===== src/sv/owrs_pkg.sv =====
// shared types and constants of the 1-wire rom search engine
package owrs_pkg;

   typedef enum logic [1:0] {
      CMD_START  = 2'd0,
      CMD_BIT    = 2'd1,
      CMD_RESET  = 2'd2,
      CMD_UNUSED = 2'd3
   } cmd_type;

   typedef enum logic [2:0] {
      ACT_SEND   = 3'd0,
      ACT_WRITE  = 3'd1,
      ACT_FOUND  = 3'd2,
      ACT_NONE   = 3'd3,
      ACT_REJECT = 3'd4
   } action_type;

   localparam logic [7:0] SEARCH_CMD_RESET = 8'd240;
   localparam logic [6:0] LAST_BIT         = 7'd64;
   localparam logic [6:0] FAMILY_BITS      = 7'd8;
   localparam logic [6:0] FIRST_BIT        = 7'd1;

endpackage


===== src/sv/onewire_rom_search_top.sv =====
// top level of the 1-wire rom search engine
//
// usage
//   req channel (valid/ready) carries one word per bus event: start after a
//   bus reset (with the presence answer), one id/complement bit pair, or a
//   reset of the search marks
//   rsp channel (valid/ready) returns exactly one word per request word: what
//   to do next on the bus (send command, write direction bit, device found,
//   search ended, rejected), the direction bit, the command byte, the rom id
//   built so far, the family discrepancy and the last-device flag
//   csr_wr_en/csr_wr_data write the search command byte (240 after reset); the
//   user writes it only while the engine is idle, the block does not enforce it
// timing
//   rsp_valid rises in the cycle after req acceptance; one word per cycle is
//   sustained while results are taken, set by the single result register
//   when the receiver stalls the result register holds and req_ready drops
//   until the result is taken; a word is accepted in the same cycle the
//   waiting result leaves
// reset
//   synchronous, active high: no search active, marks and rom id cleared,
//   bit position 1, no result pending
module onewire_rom_search_top
   import owrs_pkg::*;
(
   input  logic        clock,
   input  logic        reset,
   // request channel
   input  logic        req_valid,
   output logic        req_ready,
   input  logic [1:0]  req_cmd,
   input  logic        req_presence,
   input  logic        req_id_bit,
   input  logic        req_complement_bit,
   // result channel
   output logic        rsp_valid,
   input  logic        rsp_ready,
   output logic [2:0]  rsp_action,
   output logic        rsp_direction,
   output logic [7:0]  rsp_command_byte,
   output logic [63:0] rsp_rom_id,
   output logic [3:0]  rsp_family_discrepancy,
   output logic        rsp_last_device,
   // configuration
   input  logic        csr_wr_en,
   input  logic [7:0]  csr_wr_data
);

   // search state
   logic [7:0]  search_cmd_ff;
   logic [63:0] rom_bits_ff, rom_bits_in;
   logic [6:0]  last_disc_ff, last_disc_in;
   logic [3:0]  family_mark_ff, family_mark_in;
   logic        last_dev_ff, last_dev_in;
   logic [6:0]  bit_pos_ff, bit_pos_in;
   logic [6:0]  pass_zero_ff, pass_zero_in;
   logic        searching_ff, searching_in;

   // result register
   logic        rsp_valid_ff;
   action_type  action_ff, action_in;
   logic        dir_ff, dir_in;
   logic [7:0]  cbyte_ff, cbyte_in;

   logic        accept;
   logic [5:0]  bit_idx;
   cmd_type     cmd;

   // a new word enters whenever the result slot is free or being emptied
   assign req_ready = !rsp_valid_ff || rsp_ready;
   assign accept    = req_valid && req_ready;
   assign cmd       = cmd_type'(req_cmd);

   // bit position runs 1..64, rom id bit is position minus one
   assign bit_idx = bit_pos_ff[5:0] - 6'd1;

   always_comb begin
      rom_bits_in    = rom_bits_ff;
      last_disc_in   = last_disc_ff;
      family_mark_in = family_mark_ff;
      last_dev_in    = last_dev_ff;
      bit_pos_in     = bit_pos_ff;
      pass_zero_in   = pass_zero_ff;
      searching_in   = searching_ff;
      action_in      = ACT_REJECT;
      dir_in         = 1'b0;
      cbyte_in       = 8'd0;

      case (cmd)
         CMD_START: begin
            if (last_dev_ff || !req_presence) begin
               // nobody answered or all devices already found
               last_disc_in   = 7'd0;
               last_dev_in    = 1'b0;
               family_mark_in = 4'd0;
               searching_in   = 1'b0;
               action_in      = ACT_NONE;
            end else begin
               searching_in = 1'b1;
               bit_pos_in   = FIRST_BIT;
               pass_zero_in = 7'd0;
               action_in    = ACT_SEND;
               cbyte_in     = search_cmd_ff;
            end
         end
         CMD_RESET: begin
            last_disc_in   = 7'd0;
            last_dev_in    = 1'b0;
            family_mark_in = 4'd0;
            searching_in   = 1'b0;
            action_in      = ACT_REJECT;
         end
         CMD_BIT: begin
            if (searching_ff) begin
               if (req_id_bit && req_complement_bit) begin
                  // no device left on the bus, abort the pass
                  last_disc_in   = 7'd0;
                  last_dev_in    = 1'b0;
                  family_mark_in = 4'd0;
                  searching_in   = 1'b0;
                  action_in      = ACT_NONE;
               end else begin
                  if (req_id_bit != req_complement_bit) begin
                     // all devices agree on this bit
                     dir_in = req_id_bit;
                  end else begin
                     // discrepancy: follow the previous path, then take one
                     if (bit_pos_ff < last_disc_ff) begin
                        dir_in = rom_bits_ff[bit_idx];
                     end else begin
                        dir_in = (bit_pos_ff == last_disc_ff);
                     end
                     if (!dir_in) begin
                        pass_zero_in = bit_pos_ff;
                        if (bit_pos_ff <= FAMILY_BITS) begin
                           family_mark_in = bit_pos_ff[3:0];
                        end
                     end
                  end
                  rom_bits_in[bit_idx] = dir_in;

                  if (bit_pos_ff >= LAST_BIT) begin
                     // end of pass
                     searching_in = 1'b0;
                     bit_pos_in   = FIRST_BIT;
                     last_disc_in = pass_zero_in;
                     if (pass_zero_in == 7'd0) begin
                        last_dev_in = 1'b1;
                     end
                     if (rom_bits_in[7:0] == 8'd0) begin
                        // zero family code is not a valid device
                        last_disc_in   = 7'd0;
                        last_dev_in    = 1'b0;
                        family_mark_in = 4'd0;
                        action_in      = ACT_NONE;
                     end else begin
                        action_in = ACT_FOUND;
                     end
                  end else begin
                     bit_pos_in = bit_pos_ff + 7'd1;
                     action_in  = ACT_WRITE;
                  end
               end
            end
         end
         default: begin
            action_in = ACT_REJECT;
         end
      endcase
   end

   always_ff @(posedge clock) begin
      if (reset) begin
         search_cmd_ff  <= SEARCH_CMD_RESET;
         rom_bits_ff    <= 64'd0;
         last_disc_ff   <= 7'd0;
         family_mark_ff <= 4'd0;
         last_dev_ff    <= 1'b0;
         bit_pos_ff     <= FIRST_BIT;
         pass_zero_ff   <= 7'd0;
         searching_ff   <= 1'b0;
         rsp_valid_ff   <= 1'b0;
      end else begin
         if (csr_wr_en) begin
            search_cmd_ff <= csr_wr_data;
         end
         if (accept) begin
            rom_bits_ff    <= rom_bits_in;
            last_disc_ff   <= last_disc_in;
            family_mark_ff <= family_mark_in;
            last_dev_ff    <= last_dev_in;
            bit_pos_ff     <= bit_pos_in;
            pass_zero_ff   <= pass_zero_in;
            searching_ff   <= searching_in;
            rsp_valid_ff   <= 1'b1;
         end else if (rsp_ready) begin
            rsp_valid_ff <= 1'b0;
         end
      end
   end

   // result payload, loaded only with an accepted word
   always_ff @(posedge clock) begin
      if (accept) begin
         action_ff <= action_in;
         dir_ff    <= dir_in;
         cbyte_ff  <= cbyte_in;
      end
   end

   // state only moves on acceptance, which also reloads the result, so the
   // state registers always match the pending result
   assign rsp_valid              = rsp_valid_ff;
   assign rsp_action             = action_ff;
   assign rsp_direction          = dir_ff;
   assign rsp_command_byte       = cbyte_ff;
   assign rsp_rom_id             = rom_bits_ff;
   assign rsp_family_discrepancy = family_mark_ff;
   assign rsp_last_device        = last_dev_ff;

endmodule


===== config.mk =====
export PLATFORM = sky130hd
export DESIGN_NAME = onewire_rom_search_top
export DESIGN_NICKNAME = d
export VERILOG_FILES = /design/src/sv/owrs_pkg.sv /design/src/sv/onewire_rom_search_top.sv
export SDC_FILE = /design/constraint.sdc
export NUM_CORES = 1
export LEC_CHECK = 0
export ABC_AREA = 1
export ABC_CLOCK_PERIOD_IN_PS = 3850
export BUFFER_PORTS_ARGS = -buffer_cell sky130_fd_sc_hd__clkbuf_2
export CAP_MARGIN = 10
export CORE_MARGIN = 2
export CORE_UTILIZATION = 50
export CTS_BUF_LIST = sky130_fd_sc_hd__clkbuf_4 sky130_fd_sc_hd__clkbuf_8 sky130_fd_sc_hd__clkbuf_16
export CTS_CLUSTER_DIAMETER = 60
export DETAILED_ROUTE_END_ITERATION = 8
export PLACE_DENSITY_LB_ADDON = 0.12
export SYNTH_ARGS = -nofsm -noshare
export SYNTH_HDL_FRONTEND = slang
export SYNTH_SLANG_ARGS = --single-unit

===== constraint.sdc =====
create_clock -name clock -period 3.85 [get_ports clock]
set_input_delay 0.77 -clock clock [delete_from_list [all_inputs] [get_ports clock]]
set_output_delay 0.77 -clock clock [all_outputs]
set_load 0.02 [all_outputs]

==> results of run 1 <==
-- area by class of cell --
class / count / area (sq um) / area share [%]
Clock buffer: 9 / 225 / 3.32
Clock inverter: 7 / 104 / 1.53
Inverter: 94 / 355 / 5.23
Multi-Input combinational cell: 631 / 3000 / 44.2
Sequential cell: 112 / 2360 / 34.8
Tap cell: 143 / 179 / 2.63
Timing Repair Buffer: 108 / 561 / 8.26
-- layout by cell type (no fill, tap or decap), types with 12 or more instances in the layout --
master,n
nand4_1,15
inv_1,87
edfxtp_1,12
nor2_1,114
nand3_1,17
ha_1,14
a21oi_1,107
nand2_1,227
clkbuf_2,100
o21ai_0,80
dfxtp_1,100
-- state kept, by name, indices dropped and copies added (netlist names) --
| signal | cells |
|---|---|
| rsp_action | 3 |
| searching_ff | 1 |
| bit_pos_ff | 7 |
| rsp_family_discrepancy | 4 |
| rsp_direction | 1 |
| pass_zero_ff | 7 |
| search_cmd_ff | 8 |
| rsp_rom_id | 64 |
| last_disc_ff | 7 |
| rsp_command_byte | 8 |
| rsp_last_device | 1 |
| rsp_valid | 1 |
-- final timing paths --
path | startpoint | end
max | bit_pos_ff[1] | rsp_family_discrepancy[3]
min | search_cmd_ff[2] | search_cmd_ff[2]
max reg2reg | bit_pos_ff[1] | rsp_family_discrepancy[3]
min reg2reg | search_cmd_ff[2] | search_cmd_ff[2]
-- where the power goes --
part	internal (mW)	switching, mW	leakage [nW]
Sequential	1.20	0.00773	0.928
Clock	0.579	0.455	0.154
Combinational	0.0687	0.189	1.90
-- routing by layer --
metal  wire length [um]  share of wire (%)  vias up  track usage (%)
met5                  0                  0        -                0
li1                   -                  -     2995                -
met3                860                5.4       22             4.50
met4                292                1.8        0             7.89
met1               7380                 47     2569             34.8
met2               7280                 46      184             39.4
-- worst max-delay path, cell delays in order, from the launching register on --
cell and delay (ns):
dfxtp_1 0.48, inv_1 0.14, ha_1 0.25, or2_1 0.23
nand2_2 0.19, inv_2 0.13, o21ai_0 0.10, nand2_1 0.09
nand2_1 0.06, nand2_1 0.05, nor2_1 0.10, nand2_1 0.06
nand2_1 0.07, nand2_2 0.06, inv_2 0.19, nand4_1 0.33
o21ai_0 0.30, a21oi_1 0.07, nand2_1 0.09, a21oi_2 0.05
-- cell families after synthesis --
| family | after synthesis |
|---|---|
| AO/OA/AOI/OAI | 211 |
| XOR/XNOR | 3 |
| adder cells (fa/ha/maj) | 14 |
| buffers and inverters | 131 |
| flip-flops | 112 |
| AND/OR/NAND/NOR | 403 |
-- per-stage QoR --
stage / util (%) / power, mW
after floorplan: - / 1.43
after global placement: 56.1 / 1.49
after detailed placement: 56.1 / 1.49
after CTS: 59.0 / 2.51
after global routing: 59.0 / 2.58
final: 59.0 / 2.50
==> results by group, run 1 <==
Synth
  • Mux cell area share after synthesis: 0%
  • Synthesized flop and latch total: 112
  • Synth area leaders: dfxtp_1, nand2_1, a21oi_1
  • Main combinational cell family by area after synthesis: simple AND/OR/NAND/NOR gates
  • Top cells by count, synth: nand2_1, nor2_1, a21oi_1, dfxtp_1, inv_1
  • Compound-cell area share of the yosys netlist: between 10% and 20%
  • Async SR Flop Fraction: 0%
  • Synth Flop Type: dfxtp_1
  • Cell Area, Synth: 5930 sq um
  • Most frequent cell after synthesis: nand2_1
  • Post-Synth Simple-Gate Area: 28.0%
  • Synth unique cells: 37
  • Syn. warnings: 0
  • Syn nets: 906
  • Xor-xnor portion of the synthesized cell area: 0.886%
  • Yosys top cell by area: dfxtp_1
  • Top-area cell type share of the netlist area: between 30% and 40%
  • Adder-cell share of the synthesized area: 2.95%
  • Synthesized area per cell: 6.79 sq um
  • Sequential element share of the synthesized area: 39.8%
  • Number of flops mapped to enable cells by yosys: 12
  • Mapped Cells: between 800 and 900

Power and ir drop
  • Max IR drop VDD: 0.000319 V
  • PD cells: 368 nW/um^2
  • Leak pwr: 2.98 nW

Drt
  • Iteration-0 DRC Markers: 434
  • Vias per inst: between 5 and 6
  • Routed Antenna Nets: 0
  • Pre-antenna DRT Iters: 8
  • WL/cell: 14.3 um
  • WL final: around 16000 um
  • DRC violations left: 8
  • Via count: 5770

STA
  • Final setup TNS: 0 ns
  • Final setup fails: 0
  • Final hold vios: 0
  • Max-slew violation count: 0
  • Headroom to the max-slew limit: 58.2%
  • Final worst path period share: 82.1%
  • RSZ-0062 raised after global routing: no
  • Final Skew: 0.00743 ns
  • Setup ws final: around 0.69 ns
  • Max Freq: approximately 320 MHz
  • Worst-Margin Slew: between 0.6 and 0.7 ns
  • Hold slack: 0.462 ns
  • Min Tclk post-route: roughly 3.2 ns

Cells and area
  • Layout cells sized above 1: 16.3%
  • Fill cells: 1127
  • Final net count: between 900 and 1000
  • Design Area, Final: 6790 sq um
  • Final std cells w/o fill: 1104
  • Layout area overhead: 14.5%
  • Antenna cells: 0

GRT
  • Total grt overflow: 0
  • Vias in the first global route: 5205
  • Maximum number of pins on one net before global-route repair: 67
  • First-pass GRT wire length: 25800 um
  • Antenna violations before repair: 0
  • Overall global routing resource usage: about a quarter

Floorplan
  • Die area: 12700 sq um
  • FP Rows: 39
  • Core area: approximately 12000 sq um
  • IO Pins: 101
  • Initial Utilization: 51.5%
  • Chip height: 113 um
  • Die extent in x: 113 um

Place
  • Pre-CTS setup slack: about 0.8 ns
  • Port Buffers: 100
  • Post-placement cell area: 6460 sq um
  • DP Cell Count: roughly 1100
  • Final GP Congestion: 0.905
  • HPWL after DPL: 10800 um

Clocking
  • # clock sinks: 112
  • # resized after CTS: 0
  • Hold-fix buffer count after cts: 0
  • Clock Tree Root: clkbuf_16
  • Cts bufs inserted: 9
  • Clock Latency Late Sink: 0.36 ns
  • Clock Tree Buf Depth: 2
  • CTS clock-pin slew for the worst setup and hold paths: 0.08 ns
  • Postcts setup bufs: 0
  • CTS tree: built
  • H-tree depth: 3

Status
  • Failing checks: DRC
  • Outcome: finished, violations left

Worst hold path
  • Hold Crit Depth: 2
  • HP Class: flip-flop to flip-flop

Setup path
  • Critical path required time: just over 4 ns
  • Crit Path Category: flip-flop to flip-flop
  • Crit end category: flip-flop
  • Worst Path Arrival: 3.39 ns
  • Startpoint types: flip-flop
  • Worst-path maximum fanout: 15
  • Worst reg2reg path depth: 19
  • Flop-to-flop setup slack: 0.69 ns

Job
  • Max-Cap Viols: 0
No activity file was read; power rests on OpenSTA's default activity.
==> inputs of run 2 (changes only) <==
ABC_AREA = 0   (was 1)
ABC_CLOCK_PERIOD_IN_PS = 2600   (was 3850)
clock period = 2.6 ns   (was 3.85 ns; I/O delays follow)
==> run 2 against run 1 <==
Die area down 2.8%. Maximum frequency up 6.3%. First-iteration DRC count up 2.8%. The run ends with setup timing left. Non-clock buffer count up 95. Routed wire length up 20%. Count of clock-buffer cells in the layout unchanged. Critical endpoint is now rsp_rom_id[33]. Clock power up 47%. Cell count down 9.4%.
==> results by group, run 2 <==
STA
  • Final worst path period share: 114%
  • Min Tclk post-route: 2.97 ns
  • Hold slack: 0.380 ns
  • Final setup fails: 85
  • Worst-Margin Slew: 0.668 ns
  • Final hold vios: 0
  • RSZ-0062 raised after global routing: yes
  • Max-slew violation count: 0
  • Setup ws final: -0.374 ns
  • Max Freq: 336 MHz
  • Headroom to the max-slew limit: 55.4%
  • Final Skew: approximately 0.0068 ns

GRT
  • Overall global routing resource usage: 30.2%
  • Vias in the first global route: roughly 5900
  • Total grt overflow: 0
  • First-pass GRT wire length: between 30000 and 40000 um
  • Antenna violations before repair: 0
  • Maximum number of pins on one net before global-route repair: 48

Synth
  • Synth area leaders: dfxtp_1, o21ai_0, edfxtp_1
  • Syn. warnings: 0
  • Sequential element share of the synthesized area: about 41%
  • Synth Flop Type: dfxtp_1
  • Yosys top cell by area: dfxtp_1
  • Top-area cell type share of the netlist area: 34.8%
  • Number of flops mapped to enable cells by yosys: 12
  • Top cells by count, synth: dfxtp_1, nand2_1, o21ai_0, nand3_1, nor2_1
  • Synth unique cells: 62
  • Mapped Cells: between 600 and 700
  • Most frequent cell after synthesis: dfxtp_1
  • Async SR Flop Fraction: 0%
  • Cell Area, Synth: 5760 sq um
  • Synthesized area per cell: 8.39 sq um
  • Syn nets: 718
  • Synthesized flop and latch total: 112

Cells and area
  • Final net count: about 880
  • Antenna cells: 0
  • Max reg flops: 64
  • Layout area overhead: 34.0%
  • Design Area, Final: 7720 sq um
  • Layout cells sized above 1: approximately a third
  • Final std cells w/o fill: 1000
  • Most common cell after layout, fill and taps aside: clkbuf_2
  • Most frequent cells in the layout: clkbuf_2, dfxtp_1, buf_4, nand2_1, nand3_1
  • Fill cells: 905

Clocking
  • CTS clock-pin slew for the worst setup and hold paths: about 0.070 ns
  • Clock Latency Late Sink: 0.36 ns
  • H-tree depth: 3
  • # clock sinks: 112
  • Hold-fix buffer count after cts: 0
  • CTS tree: built
  • Clock Tree Root: clkbuf_16
  • Cts bufs inserted: 9
  • Clock Tree Buf Depth: 2

Floorplan
  • Die area: 12400 sq um
  • Chip height: 111 um
  • Core area: between 10000 and 15000 sq um
  • IO Pins: slightly above 100
  • FP Rows: 39
  • Initial Utilization: 50.9%
  • Die extent in x: 111 um

Drt
  • Vias per inst: 6.06
  • DRC violations left: 0
  • WL/cell: 18.9 um
  • WL final: between 15000 and 20000 um
  • Via count: 6056
  • Routed Antenna Nets: 0
  • Pre-antenna DRT Iters: 5
  • Iteration-0 DRC Markers: approximately 450

Power and ir drop
  • PD cells: 469 nW/um^2
  • Max IR drop VDD: 0.000370 V
  • Leak pwr: 3.18 nW

Worst hold path
  • Min-Delay Endpoint: rsp_valid
  • HP Class: input pin to flip-flop
  • Hold Crit Depth: 3
  • Hold path start: req_valid

Setup path
  • Flop-to-flop setup slack: -0.37 ns
  • Critical path required time: 2.89 ns
  • Crit Path Category: flip-flop to flip-flop
  • Worst-path maximum fanout: 8
  • Critical R2R Launch: bit_pos_ff[0]
  • Startpoint types: flip-flop
  • FF-to-FF End: rsp_rom_id[33]
  • Worst Path Arrival: 3.26 ns
  • Worst reg2reg path depth: 9
  • Crit end category: flip-flop

Job
  • Max-Cap Viols: 0

Status
  • Failing checks: setup timing
  • Outcome: finished, violations left

Place
  • Post-placement cell area: 7060 sq um
  • HPWL after DPL: 13600 um
  • Port Buffers: 100
  • DP Cell Count: a little under 1000
  • Final GP Congestion: roughly 0.93
==> run 2: cell types whose count changed in the layout (fill, tap and decap cells not counted), moves of 18 or more <==
cell      change
o21ai_0      -53
o21ai_1      +43
a21oi_1      -91
o211ai_1     +18
buf_4        +88
mux2i_1      +28
nand2_1     -145
nand3_1      +43
nor2_1       -76
inv_1        -70
==> run 2: timing repair <==
action                     in CTS  in global routing
setup buffers                   5                  3
pin swaps                      12                  6
setup endpoints to repair      85                 85
gates resized for setup        66                 34
==> run 2: layout make-up <==
type	instances	area (sq um)	area share [%]
multi-input combinational	506	3450	44.6
clock buffer	9	225	2.92
clock inverter	7	96.3	1.25
tap	143	179	2.32
inverter	20	77.6	1.01
sequential	112	2370	30.7
timing repair buffer	203	1330	17.2
==> run 2: layer usage <==
| metal | up-vias | GRT usage (%) | routed length [um] |
|---|---|---|---|
| li1 | 2845 | - | - |
| met3 | 42 | 4.21 | 1290 |
| met1 | 2909 | 37.9 | 7790 |
| met4 | 0 | 16.0 | 624 |
| met5 | - | 0 | 0 |
| met2 | 260 | 50.4 | 9220 |
==> run 2: where the power goes <==
part	internal [mW]	switching (mW)
clock	0.844	0.662
sequential	1.77	0.00918
combinational	0.138	0.200
==> run 2: worst max path at each step <==
stage | start | end | depth (start not counted)
after floorplan | bit_pos_ff[0] | pass_zero_ff[4] | 14
after global placement | bit_pos_ff[0] | rsp_rom_id[54] | 9
after detailed placement | bit_pos_ff[0] | rsp_rom_id[54] | 12
after CTS | bit_pos_ff[0] | rsp_rom_id[60] | 9
after global routing | bit_pos_ff[0] | rsp_rom_id[55] | 15
final | bit_pos_ff[0] | rsp_rom_id[33] | 9
==> run 2: worst max-delay path, stage by stage (launching register included) <==
cell       delay (ns)
dfxtp_4          0.37
or4_4            0.53
or3_4            0.36
and2_4           0.17
a311o_1          0.30
o211a_1          0.27
a2111oi_4        0.32
buf_6            0.27
nand2_4          0.12
o21ai_0          0.17
==> run 2: cell families after synthesis <==
logic type                 after synthesis  share of synthesized area [%]
and+or+nand+nor                        267                           22.1
AOI/OAI and AO/OA                      184                           20.5
DFF                                    112                           41.0
buffers and inverters                   68                           4.76
muxes                                   37                           7.97
adders and majority gates               14                           3.04
xor gates and xnor gates                 4                          0.609
==> run 2: metrics by stage <==
| step | TNS, ns | total power, mW | setup WS (ns) | utilization [%] |
|---|---|---|---|---|
| floorplan | -33.24 | 1.99 | -0.425 | - |
| global placement | -29.63 | 2.10 | -0.396 | 62.4 |
| detailed placement | -35.60 | 2.12 | -0.486 | 62.4 |
| CTS | -23.02 | 3.62 | -0.302 | 67.2 |
| global route | -33.05 | 3.70 | -0.435 | 68.2 |
| finish | -26.88 | 3.62 | -0.374 | 68.2 |
